<file path="config.mk">
export PLATFORM = sky130hd
export DESIGN_NAME = hopping_window_average
export DESIGN_NICKNAME = d
export VERILOG_FILES = /design/src/design/hwa_pkg.sv /design/src/design/hopping_window_average.sv
export SDC_FILE = /design/constraint.sdc
export NUM_CORES = 1
export LEC_CHECK = 0
export ABC_AREA = 1
export BUFFER_PORTS_ARGS = -buffer_cell sky130_fd_sc_hd__buf_2
export CELL_PAD_IN_SITES_DETAIL_PLACEMENT = 2
export CELL_PAD_IN_SITES_GLOBAL_PLACEMENT = 2
export CORE_MARGIN = 2
export CORE_UTILIZATION = 47
export CTS_CLUSTER_DIAMETER = 30
export CTS_CLUSTER_SIZE = 25
export DETAILED_ROUTE_END_ITERATION = 10
export PLACE_DENSITY = 0.93
export SYNTH_ARGS = -nofsm -noshare
export SYNTH_HDL_FRONTEND = slang
export SYNTH_SLANG_ARGS = --single-unit
</file>
<file path="constraint.sdc">
create_clock -name i_clk -period 8.6 [get_ports i_clk]
set_input_delay 1.72 -clock i_clk [delete_from_list [all_inputs] [get_ports i_clk]]
set_output_delay 1.72 -clock i_clk [all_outputs]
set_load 0.005 [all_outputs]
</file>
<file path="src/design/hwa_pkg.sv">
`default_nettype none

package hwa_pkg;

    localparam int CFG_W       = 7;
    localparam int DATA_W      = 32;
    localparam int ADDR_W      = 3;
    localparam int AVG_W       = 24;
    localparam int FRAC_W      = 8;
    localparam int OUT_TDATA_W = 24;

    localparam logic [CFG_W-1:0] WINDOW_RST = CFG_W'(8);
    localparam logic [CFG_W-1:0] SLIDE_RST  = CFG_W'(1);

    localparam logic [AVG_W-1:0] AVG_MAX = {1'b0, {(AVG_W-1){1'b1}}};
    localparam logic [AVG_W-1:0] AVG_MIN = {1'b1, {(AVG_W-1){1'b0}}};

    typedef logic t_reg_idx;
    localparam t_reg_idx REG_WINDOW_SIZE = 1'b0;
    localparam t_reg_idx REG_SLIDE_STEP  = 1'b1;

    typedef enum logic [2:0] {
        ST_IDLE,
        ST_PUSH,
        ST_CHECK,
        ST_DIV,
        ST_EMIT,
        ST_DRD,
        ST_DSUB
    } t_state;

endpackage

`default_nettype wire

</file>
<file path="src/design/hopping_window_average.sv">
// Sequence: an accepted item passes ST_PUSH and ST_CHECK; one that gives no result then leaves
// the block ready, while one that gives a result goes on through the one-bit-per-cycle restoring
// divider (ST_DIV) and ST_EMIT, which waits for a free output register and then loads it. No new
// sample is taken until ST_IDLE again: at once after a result that ends the stream, and
// after slide drops for one that slides (ring read plus shared adder pass per dropped sample).
// Reset (synchronous, active low) empties the window and loads window 8, slide 1.
`default_nettype none

module hopping_window_average #(
    parameter int WINDOW_MAX   = 64,
    parameter int SAMPLE_WIDTH = 16
) (
    input  logic                                  i_clk,
    input  logic                                  i_rst_n,

    input  logic                                  psel,
    input  logic                                  penable,
    input  logic                                  pwrite,
    input  logic [hwa_pkg::ADDR_W-1:0]            paddr,
    input  logic [hwa_pkg::DATA_W-1:0]            pwdata,
    output logic [hwa_pkg::DATA_W-1:0]            prdata,
    output logic                                  pready,

    input  logic                                  s_axis_tvalid,
    output logic                                  s_axis_tready,
    input  logic [((SAMPLE_WIDTH+7)/8)*8-1:0]     s_axis_tdata,   // sample
    input  logic                                  s_axis_tlast,   // last_sample

    output logic                                  m_axis_tvalid,
    input  logic                                  m_axis_tready,
    output logic [hwa_pkg::OUT_TDATA_W-1:0]       m_axis_tdata,   // average
    output logic [0:0]                            m_axis_tuser    // partial_window
);

    import hwa_pkg::*;

    localparam int IDX_W = (WINDOW_MAX > 1) ? $clog2(WINDOW_MAX) : 1;
    localparam int CNT_W = $clog2(WINDOW_MAX + 1);
    localparam int SUM_W = SAMPLE_WIDTH + CNT_W;
    localparam int D_W   = SUM_W + FRAC_W + 1;
    localparam int BIT_W = $clog2(D_W + 1);
    localparam int EXT_W = (CNT_W > CFG_W) ? CNT_W : CFG_W;
    localparam int QX_W  = (D_W > AVG_W + 1) ? D_W : AVG_W + 1;

    t_state                   r_state, n_state;
    logic [CFG_W-1:0]         r_cfg_window, r_cfg_slide;
    logic [SAMPLE_WIDTH-1:0]  r_sample, n_sample;
    logic                     r_last, n_last;
    logic [SUM_W-1:0]         r_sum, n_sum;
    logic [CNT_W-1:0]         r_fill, n_fill;
    logic [IDX_W-1:0]         r_oldest, n_oldest;
    logic                     r_full, n_full;
    logic                     r_neg, n_neg;
    logic [D_W-1:0]           r_dvd, n_dvd;
    logic [CNT_W-1:0]         r_rem, n_rem;
    logic [BIT_W-1:0]         r_bit_cnt, n_bit_cnt;
    logic [CNT_W-1:0]         r_drop_cnt, n_drop_cnt;
    logic                     r_m_valid, n_m_valid;
    logic [AVG_W-1:0]         r_m_avg, n_m_avg;
    logic                     r_m_partial, n_m_partial;
    logic [SAMPLE_WIDTH-1:0]  r_rd_data;
    logic [SAMPLE_WIDTH-1:0]  r_ring [WINDOW_MAX];

    logic [EXT_W-1:0]         ws_ext, slide_ext;
    logic [CNT_W-1:0]         ws, slide;
    logic [SUM_W-1:0]         sum_addend, sum_result;
    logic [CNT_W:0]           pos_ext;
    logic [IDX_W-1:0]         push_pos;
    logic                     ring_we;
    logic [CNT_W:0]           rem_shift;
    logic                     rem_ge;
    logic [QX_W-1:0]          q_ext;
    logic [AVG_W-1:0]         avg_sat;
    logic [SUM_W-1:0]         mag;
    logic                     cfg_we;

    // effective window and slide
    always_comb begin
        ws_ext = EXT_W'(r_cfg_window);
        if (r_cfg_window == '0) begin
            ws_ext = EXT_W'(1);
        end else if (ws_ext > EXT_W'(WINDOW_MAX)) begin
            ws_ext = EXT_W'(WINDOW_MAX);
        end
        ws = ws_ext[CNT_W-1:0];

        slide_ext = EXT_W'(r_cfg_slide);
        if (r_cfg_slide == '0) begin
            slide_ext = EXT_W'(1);
        end else if (slide_ext > EXT_W'(ws)) begin
            slide_ext = EXT_W'(ws);
        end
        slide = slide_ext[CNT_W-1:0];
    end

    // configuration port
    assign pready = 1'b1;
    assign cfg_we = psel && penable && pwrite && pready;

    always_comb begin
        unique case (t_reg_idx'(paddr[2]))
            REG_WINDOW_SIZE: prdata = DATA_W'(r_cfg_window);
            REG_SLIDE_STEP:  prdata = DATA_W'(r_cfg_slide);
            default:         prdata = '0;
        endcase
    end

    always_ff @(posedge i_clk) begin
        if (!i_rst_n) begin
            r_cfg_window <= WINDOW_RST;
            r_cfg_slide  <= SLIDE_RST;
        end else if (cfg_we) begin
            unique case (t_reg_idx'(paddr[2]))
                REG_WINDOW_SIZE: r_cfg_window <= pwdata[CFG_W-1:0];
                REG_SLIDE_STEP:  r_cfg_slide  <= pwdata[CFG_W-1:0];
                default: ;
            endcase
        end
    end

    // shared sum adder: add the new sample, subtract a dropped one
    always_comb begin
        if (r_state == ST_DSUB) begin
            sum_addend = -{{(SUM_W-SAMPLE_WIDTH){r_rd_data[SAMPLE_WIDTH-1]}}, r_rd_data};
        end else begin
            sum_addend = {{(SUM_W-SAMPLE_WIDTH){r_sample[SAMPLE_WIDTH-1]}}, r_sample};
        end
        sum_result = r_sum + sum_addend;
    end

    // write position wraps around the ring
    always_comb begin
        pos_ext = (CNT_W+1)'(r_oldest) + (CNT_W+1)'(r_fill);
        if (pos_ext >= (CNT_W+1)'(WINDOW_MAX)) begin
            pos_ext = pos_ext - (CNT_W+1)'(WINDOW_MAX);
        end
        push_pos = pos_ext[IDX_W-1:0];
    end

    // divider step and output saturation
    assign rem_shift = {r_rem, r_dvd[D_W-1]};
    assign rem_ge    = rem_shift >= {1'b0, ws};
    assign q_ext     = QX_W'(r_dvd);
    assign mag       = r_sum[SUM_W-1] ? -r_sum : r_sum;

    always_comb begin
        if (!r_neg) begin
            avg_sat = (q_ext > QX_W'(AVG_MAX)) ? AVG_MAX : q_ext[AVG_W-1:0];
        end else begin
            avg_sat = (q_ext > QX_W'(AVG_MAX) + QX_W'(1)) ? AVG_MIN : -q_ext[AVG_W-1:0];
        end
    end

    // sequencer
    always_comb begin
        n_state     = r_state;
        n_sample    = r_sample;
        n_last      = r_last;
        n_sum       = r_sum;
        n_fill      = r_fill;
        n_oldest    = r_oldest;
        n_full      = r_full;
        n_neg       = r_neg;
        n_dvd       = r_dvd;
        n_rem       = r_rem;
        n_bit_cnt   = r_bit_cnt;
        n_drop_cnt  = r_drop_cnt;
        n_m_valid   = r_m_valid;
        n_m_avg     = r_m_avg;
        n_m_partial = r_m_partial;
        ring_we     = 1'b0;

        if (r_m_valid && m_axis_tready) begin
            n_m_valid = 1'b0;
        end

        unique case (r_state)
            ST_IDLE: begin
                if (s_axis_tvalid) begin
                    n_sample = s_axis_tdata[SAMPLE_WIDTH-1:0];
                    n_last   = s_axis_tlast;
                    n_state  = ST_PUSH;
                end
            end
            ST_PUSH: begin
                if (r_fill < CNT_W'(WINDOW_MAX)) begin
                    ring_we = 1'b1;
                    n_sum   = sum_result;
                    n_fill  = r_fill + CNT_W'(1);
                end
                n_state = ST_CHECK;
            end
            ST_CHECK: begin
                n_full    = r_fill >= ws;
                n_neg     = r_sum[SUM_W-1];
                n_dvd     = {1'b0, mag, {FRAC_W{1'b0}}} + D_W'(ws >> 1);
                n_rem     = '0;
                n_bit_cnt = BIT_W'(D_W);
                if ((r_fill >= ws) || r_last) begin
                    n_state = ST_DIV;
                end else begin
                    n_state = ST_IDLE;
                end
            end
            ST_DIV: begin
                n_rem     = rem_ge ? CNT_W'(rem_shift - {1'b0, ws}) : rem_shift[CNT_W-1:0];
                n_dvd     = {r_dvd[D_W-2:0], rem_ge};
                n_bit_cnt = r_bit_cnt - BIT_W'(1);
                if (r_bit_cnt == BIT_W'(1)) begin
                    n_state = ST_EMIT;
                end
            end
            ST_EMIT: begin
                // hold until the output register is free
                if (!r_m_valid || m_axis_tready) begin
                    n_m_valid   = 1'b1;
                    n_m_avg     = avg_sat;
                    n_m_partial = !r_full;
                    if (r_full && !r_last) begin
                        n_drop_cnt = slide;
                        n_state    = ST_DRD;
                    end else begin
                        n_sum    = '0;
                        n_fill   = '0;
                        n_oldest = '0;
                        n_state  = ST_IDLE;
                    end
                end
            end
            ST_DRD: begin
                // ring read of the oldest sample lands next cycle
                n_state = ST_DSUB;
            end
            ST_DSUB: begin
                n_sum      = sum_result;
                n_fill     = r_fill - CNT_W'(1);
                n_oldest   = (r_oldest == IDX_W'(WINDOW_MAX - 1)) ? '0 : r_oldest + IDX_W'(1);
                n_drop_cnt = r_drop_cnt - CNT_W'(1);
                n_state    = (r_drop_cnt == CNT_W'(1)) ? ST_IDLE : ST_DRD;
            end
            default: begin
                n_state = ST_IDLE;
            end
        endcase
    end

    always_ff @(posedge i_clk) begin
        if (!i_rst_n) begin
            r_state   <= ST_IDLE;
            r_sum     <= '0;
            r_fill    <= '0;
            r_oldest  <= '0;
            r_m_valid <= 1'b0;
        end else begin
            r_state   <= n_state;
            r_sum     <= n_sum;
            r_fill    <= n_fill;
            r_oldest  <= n_oldest;
            r_m_valid <= n_m_valid;
        end
    end

    always_ff @(posedge i_clk) begin
        r_sample    <= n_sample;
        r_last      <= n_last;
        r_full      <= n_full;
        r_neg       <= n_neg;
        r_dvd       <= n_dvd;
        r_rem       <= n_rem;
        r_bit_cnt   <= n_bit_cnt;
        r_drop_cnt  <= n_drop_cnt;
        r_m_avg     <= n_m_avg;
        r_m_partial <= n_m_partial;
    end

    // sample ring
    always_ff @(posedge i_clk) begin
        if (ring_we) begin
            r_ring[push_pos] <= r_sample;
        end
        r_rd_data <= r_ring[r_oldest];
    end

    assign s_axis_tready = (r_state == ST_IDLE);
    assign m_axis_tvalid = r_m_valid;
    assign m_axis_tdata  = OUT_TDATA_W'(r_m_avg);
    assign m_axis_tuser  = r_m_partial;

endmodule

`default_nettype wire
</file>
==> flow_summary.json, run 1 <==
{
  "gp_congestion": 0.8385,
  "cts_setup_buffers": 0,
  "cts_resized": 0,
  "yosys_warnings": 0,
  "numCtsBuffers": 280,
  "dpl.hpwl_um": 129800,
  "cts.sinks": 1190,
  "syn_inst": 4314,
  "cts_hold_buf": 0,
  "cts_buffer_depth": 4,
  "error": "[ERROR GRT-0232] Routing congestion too high. Check the congestion heatmap in the GUI.",
  "die_w_um": 332.8,
  "rows": 120,
  "dpl_cell_area_um2": 52550,
  "htreeDepth": 5,
  "io_buffer_count": 65,
  "antenna_found_initial": 97,
  "lastStage": "5_1_grt",
  "avgSynthCellArea_um2": 11.78,
  "seq_area_frac_synth_pct": 68.93,
  "io_pins": 119,
  "start_util_pct": 47.41,
  "grt.overflow.total": 28,
  "synth-seq-cells": 1190,
  "synth.cell_area_um2": 50820,
  "synth_cell_type_count": 51,
  "grtUsageTotal_pct": 74.89,
  "cts_root_buffer": "clkbuf_16",
  "grt_max_degree": 219,
  "die_h_um": 332.8,
  "outcome": "did not finish"
}
-- per-layer routing --
metal / GRT overflow / GRT usage (%)
met1: 1 / 75.09
met2: 3 / 89.17
met3: 10 / 60.70
met4: 13 / 75.32
met5: 1 / 36.73
-- stage by stage --
step / worst slack, ns / util [%] / std cells / hold slack [ns]
after CTS: 3.705 / 57.75 / 6119 / 0.5406
after floorplan: 4.776 / - / 4338 / 0.4283
after global placement: 4.466 / 49.02 / 5636 / 0.4711
after detailed placement: 4.143 / 49.02 / 5636 / 0.4979
-- synth_stat cells (all sizes together) --
| library cell | count | share of area (%) |
|---|---|---|
| a211oi | 4 | 0.059 |
| a21boi | 2 | 0.030 |
| a21oi | 101 | 1.0 |
| a221oi | 1 | 0.017 |
| a31oi | 3 | 0.037 |
| a41oi | 1 | 0.017 |
| and3 | 1 | 0.012 |
| buf | 118 | 1.5 |
| clkbuf | 157 | 1.2 |
| clkinv | 4 | 0.030 |
| conb | 2 | 0.015 |
| dfxtp | 70 | 2.8 |
| edfxtp | 1120 | 66 |
| fa | 4 | 0.16 |
| ha | 61 | 1.5 |
| inv | 174 | 1.3 |
| nand2 | 433 | 3.2 |
| nand2b | 1 | 0.012 |
| nand3 | 233 | 2.4 |
| nand3b | 6 | 0.089 |
| nand4 | 16 | 0.20 |
| nor2 | 747 | 5.6 |
| nor2b | 1 | 0.012 |
| nor3 | 11 | 0.11 |
| nor4 | 5 | 0.062 |
| o211a | 2 | 0.039 |
| o211ai | 67 | 0.99 |
| o21a | 5 | 0.074 |
| o21ai | 663 | 6.5 |
| o21bai | 4 | 0.059 |
| o221ai | 197 | 3.4 |
| o22ai | 32 | 0.39 |
| o31ai | 3 | 0.044 |
| or2 | 11 | 0.14 |
| xnor2 | 16 | 0.28 |
| xor2 | 38 | 0.67 |
-- logic make-up after synthesis --
family / synth area share (%)
and+or+nand+nor: 11.81
DFF: 68.93
AOI/OAI and AO/OA: 12.70
buffers and inverters: 3.941
adders and majority gates: 1.659
xor gates and xnor gates: 0.9453
other: 0.01478
==> inputs of run 2 (changes only) <==
- CELL_PAD_IN_SITES_DETAIL_PLACEMENT: 2 -> not set
- CELL_PAD_IN_SITES_GLOBAL_PLACEMENT: 2 -> not set
- CORE_UTILIZATION: 47 -> 40
- CTS_CLUSTER_DIAMETER: 30 -> not set
- CTS_CLUSTER_SIZE: 25 -> not set
- PLACE_DENSITY: 0.93 -> not set
- PLACE_DENSITY_LB_ADDON: not set -> 0.15
==> run 2 against run 1 <==
The run now ends clean. Synthesized cell count is the same. Synthesized area stayed put.
==> flow_summary.json, run 2 <==
{
  "drc": 0,
  "synth-seq-cells": 1190,
  "top_register": "r_ring",
  "r2r.worst_path.cells": 9,
  "fillerInstances": 11600,
  "final.min_clock_period_ns": 4.371,
  "die_h_um": 360.5,
  "routedWlPerCell_um": 22.74,
  "dpl.hpwl_um": 76970,
  "avgSynthCellArea_um2": 11.78,
  "min_path_cells": 2,
  "p_leak_nw": 19.37,
  "layout_common_cells": "edfxtp_1, nor2_1, o21ai_0, nand2_1, nand3_1",
  "p_comb_share_pct": 13.3,
  "largest_register_ffs": 1024,
  "antenna_found_initial": 4,
  "grt_pass1_vias": 31920,
  "r2r_end": "r_ring[32][9]$_DFFE_PP_",
  "start_util_pct": 40.37,
  "seqCellArea_um2": 35050,
  "crit_path_max_fanout": 60,
  "drive_above_1_share_pct": 9.263,
  "numCtsBuffers": 130,
  "p_sw_mw": 3.965,
  "grt.overflow.total": 0,
  "synthFlopType": "edfxtp_1",
  "grt_pass1_wl_um": 205300,
  "cts_setup_buffers": 0,
  "seq_area_frac_synth_pct": 68.93,
  "crit_path_end_kind": "flip-flop",
  "htreeDepth": 4,
  "arrival_ns": 4.75,
  "syn_inst": 4314,
  "die-area_um2": 129900,
  "cap_viol_max_count": 0,
  "reg2reg_setup_slack_ns": 4.23,
  "min_to": "r_sum[0]$_SDFFE_PN0P_",
  "report.power.total_mw": 14.66,
  "switching_share_pct": 27.05,
  "clkLatencyLatePin_ns": 0.77,
  "grtUsageTotal_pct": 21.06,
  "die_w_um": 360.5,
  "cts_tree": "built",
  "hp-start": "r_sum[0]$_SDFFE_PN0P_",
  "critPathKind": "reg -> reg",
  "internal_power_mw": 10.69,
  "mostFrequentLayoutCell": "edfxtp_1",
  "io_pins": 119,
  "vdd_ir_drop_max_mv": 0.2158,
  "r2r_start": "r_oldest[1]$_SDFFE_PN0P_",
  "hold_viol_final": 0,
  "routed_via_density": 5.503,
  "p_seq_share_pct": 48.5,
  "finalSetupViolCount": 0,
  "fmax_mhz": 228.8,
  "cts_buffer_depth": 3,
  "drt_first_iter_violations": 3057,
  "hold_class": "reg -> reg",
  "ys_top_cells_by_area": "edfxtp_1, o21ai_0, nor2_1, o221ai_1, nand2_1",
  "cts.sinks": 1190,
  "nNetsFinal": 4469,
  "netlist.area_leader.share_pct": 66.17,
  "syn_to_final_growth_pct": 12.21,
  "core-area_um2": 125900,
  "worst_setup_path_start_kind": "flip-flop",
  "clk_pin_slew_worst_paths_ns": 0.07,
  "drt_pass1_iterations": 7,
  "io_buffer_count": 65,
  "yosysMostFrequentCell": "edfxtp_1",
  "powerDensity_nw_per_um2": 257.0,
  "drv_slew": 0,
  "relSlewSlack_pct": 23.39,
  "cts_hold_buf": 0,
  "synth_cell_type_count": 51,
  "async_flop_share_pct": 0,
  "crit_required_ns": 8.98,
  "synth.cell_area_um2": 50820,
  "outcome": "completed",
  "yosys_warnings": 0,
  "setup-tns-final_ns": 0,
  "rsz0062_at_grt": "false",
  "ys_top_cells_by_count": "edfxtp_1, nor2_1, o21ai_0",
  "ant_nets": 0,
  "grt_max_degree": 209,
  "pwr-share-clk_pct": 38.2,
  "synth_edf_count": 1120,
  "route.vias.total": 33560,
  "cts_resized": 0,
  "crit_path_start": "r_oldest[1]$_SDFFE_PN0P_",
  "rows": 130,
  "cts_root_buffer": "clkbuf_16",
  "tightest_slew_ns": 1.148,
  "gp_congestion": 0.8668,
  "multi_input_area_um2": 13970,
  "wirelength_um": 138700,
  "clock_skew_ns": 0.03298,
  "yosysTopAreaCell": "edfxtp_1",
  "fin_crit_sh_pct": 50.83
}
==> run 2: through the flow <==
step / util (%) / instances / hold WS [ns] / setup slack [ns] / instance area, um2
2_1_floorplan: - / 4338 / 0.4283 / 4.776 / 50920
3_3_place_gp: 41.93 / 5863 / 0.4710 / 4.228 / 52780
3_5_place_dp: 41.93 / 5863 / 0.4885 / 4.188 / 52780
4_1_cts: 45.30 / 6098 / 0.4984 / 4.187 / 57030
5_1_grt: 45.30 / 6098 / 0.5241 / 3.897 / 57030
6_report: 45.30 / 6099 / 0.4964 / 4.229 / 57030
==> run 2: area by class of cell <==
cell class                      count  area share [%]
Multi-Input combinational cell   2695           24.50
Antenna cell                        1        0.004388
Clock inverter                     74           1.351
Tap cell                         1650           3.620
Inverter                          178           1.222
Sequential cell                  1190           61.46
Timing Repair Buffer              150           1.755
Clock buffer                      161           6.095
==> run 2: power by group through the flow <==
stage | logic (mW) | registers (mW) | clock network, mW
after floorplan | 1.14 | 7.30 | 0
after global placement | 1.92 | 7.23 | 0
after detailed placement | 1.95 | 7.23 | 0
after CTS | 1.95 | 7.11 | 5.70
after global routing | 2.18 | 7.14 | 5.93
final | 1.95 | 7.11 | 5.60
==> run 2: critical path, cell delays in order, from the launching register on <==
cell     delay [ns]
dfxtp_4        0.89
buf_4          0.56
fa_1           0.30
a21oi_1        0.07
o21ai_0        0.23
xnor2_1        0.32
inv_1          0.21
nor2_1         0.24
nand2_2        0.23
nor2_2         0.90
==> run 2: metal layers <==
metal | track usage (%) | wire length (um)
met5 | 0 | 27
met4 | 5.882 | 3061
met3 | 3.561 | 8195
met2 | 34.38 | 65940
met1 | 29.02 | 61470
==> run 2: worst max-delay path by stage <==
stage / endpoint / slack [ns] / depth (start not counted)
floorplan: prdata[0] / 4.78 / 3
global placement: r_ring[32][6]$_DFFE_PP_ / 4.23 / 9
detailed placement: r_ring[33][6]$_DFFE_PP_ / 4.19 / 9
CTS: r_ring[32][11]$_DFFE_PP_ / 4.19 / 9
global route: r_ring[33][1]$_DFFE_PP_ / 3.90 / 9
finish: r_ring[32][9]$_DFFE_PP_ / 4.23 / 9
==> run 2: kinds of logic after synthesis <==
logic type	count (synthesis)	share of synthesized area, %
fa+ha+maj	65	1.659
simple gates	1465	11.81
other cells	2	0.01478
xor+xnor	54	0.9453
compound gates	1085	12.70
flops	1190	68.93
buf+inv	453	3.941
Note: power is estimated with default switching activity, not from simulation.
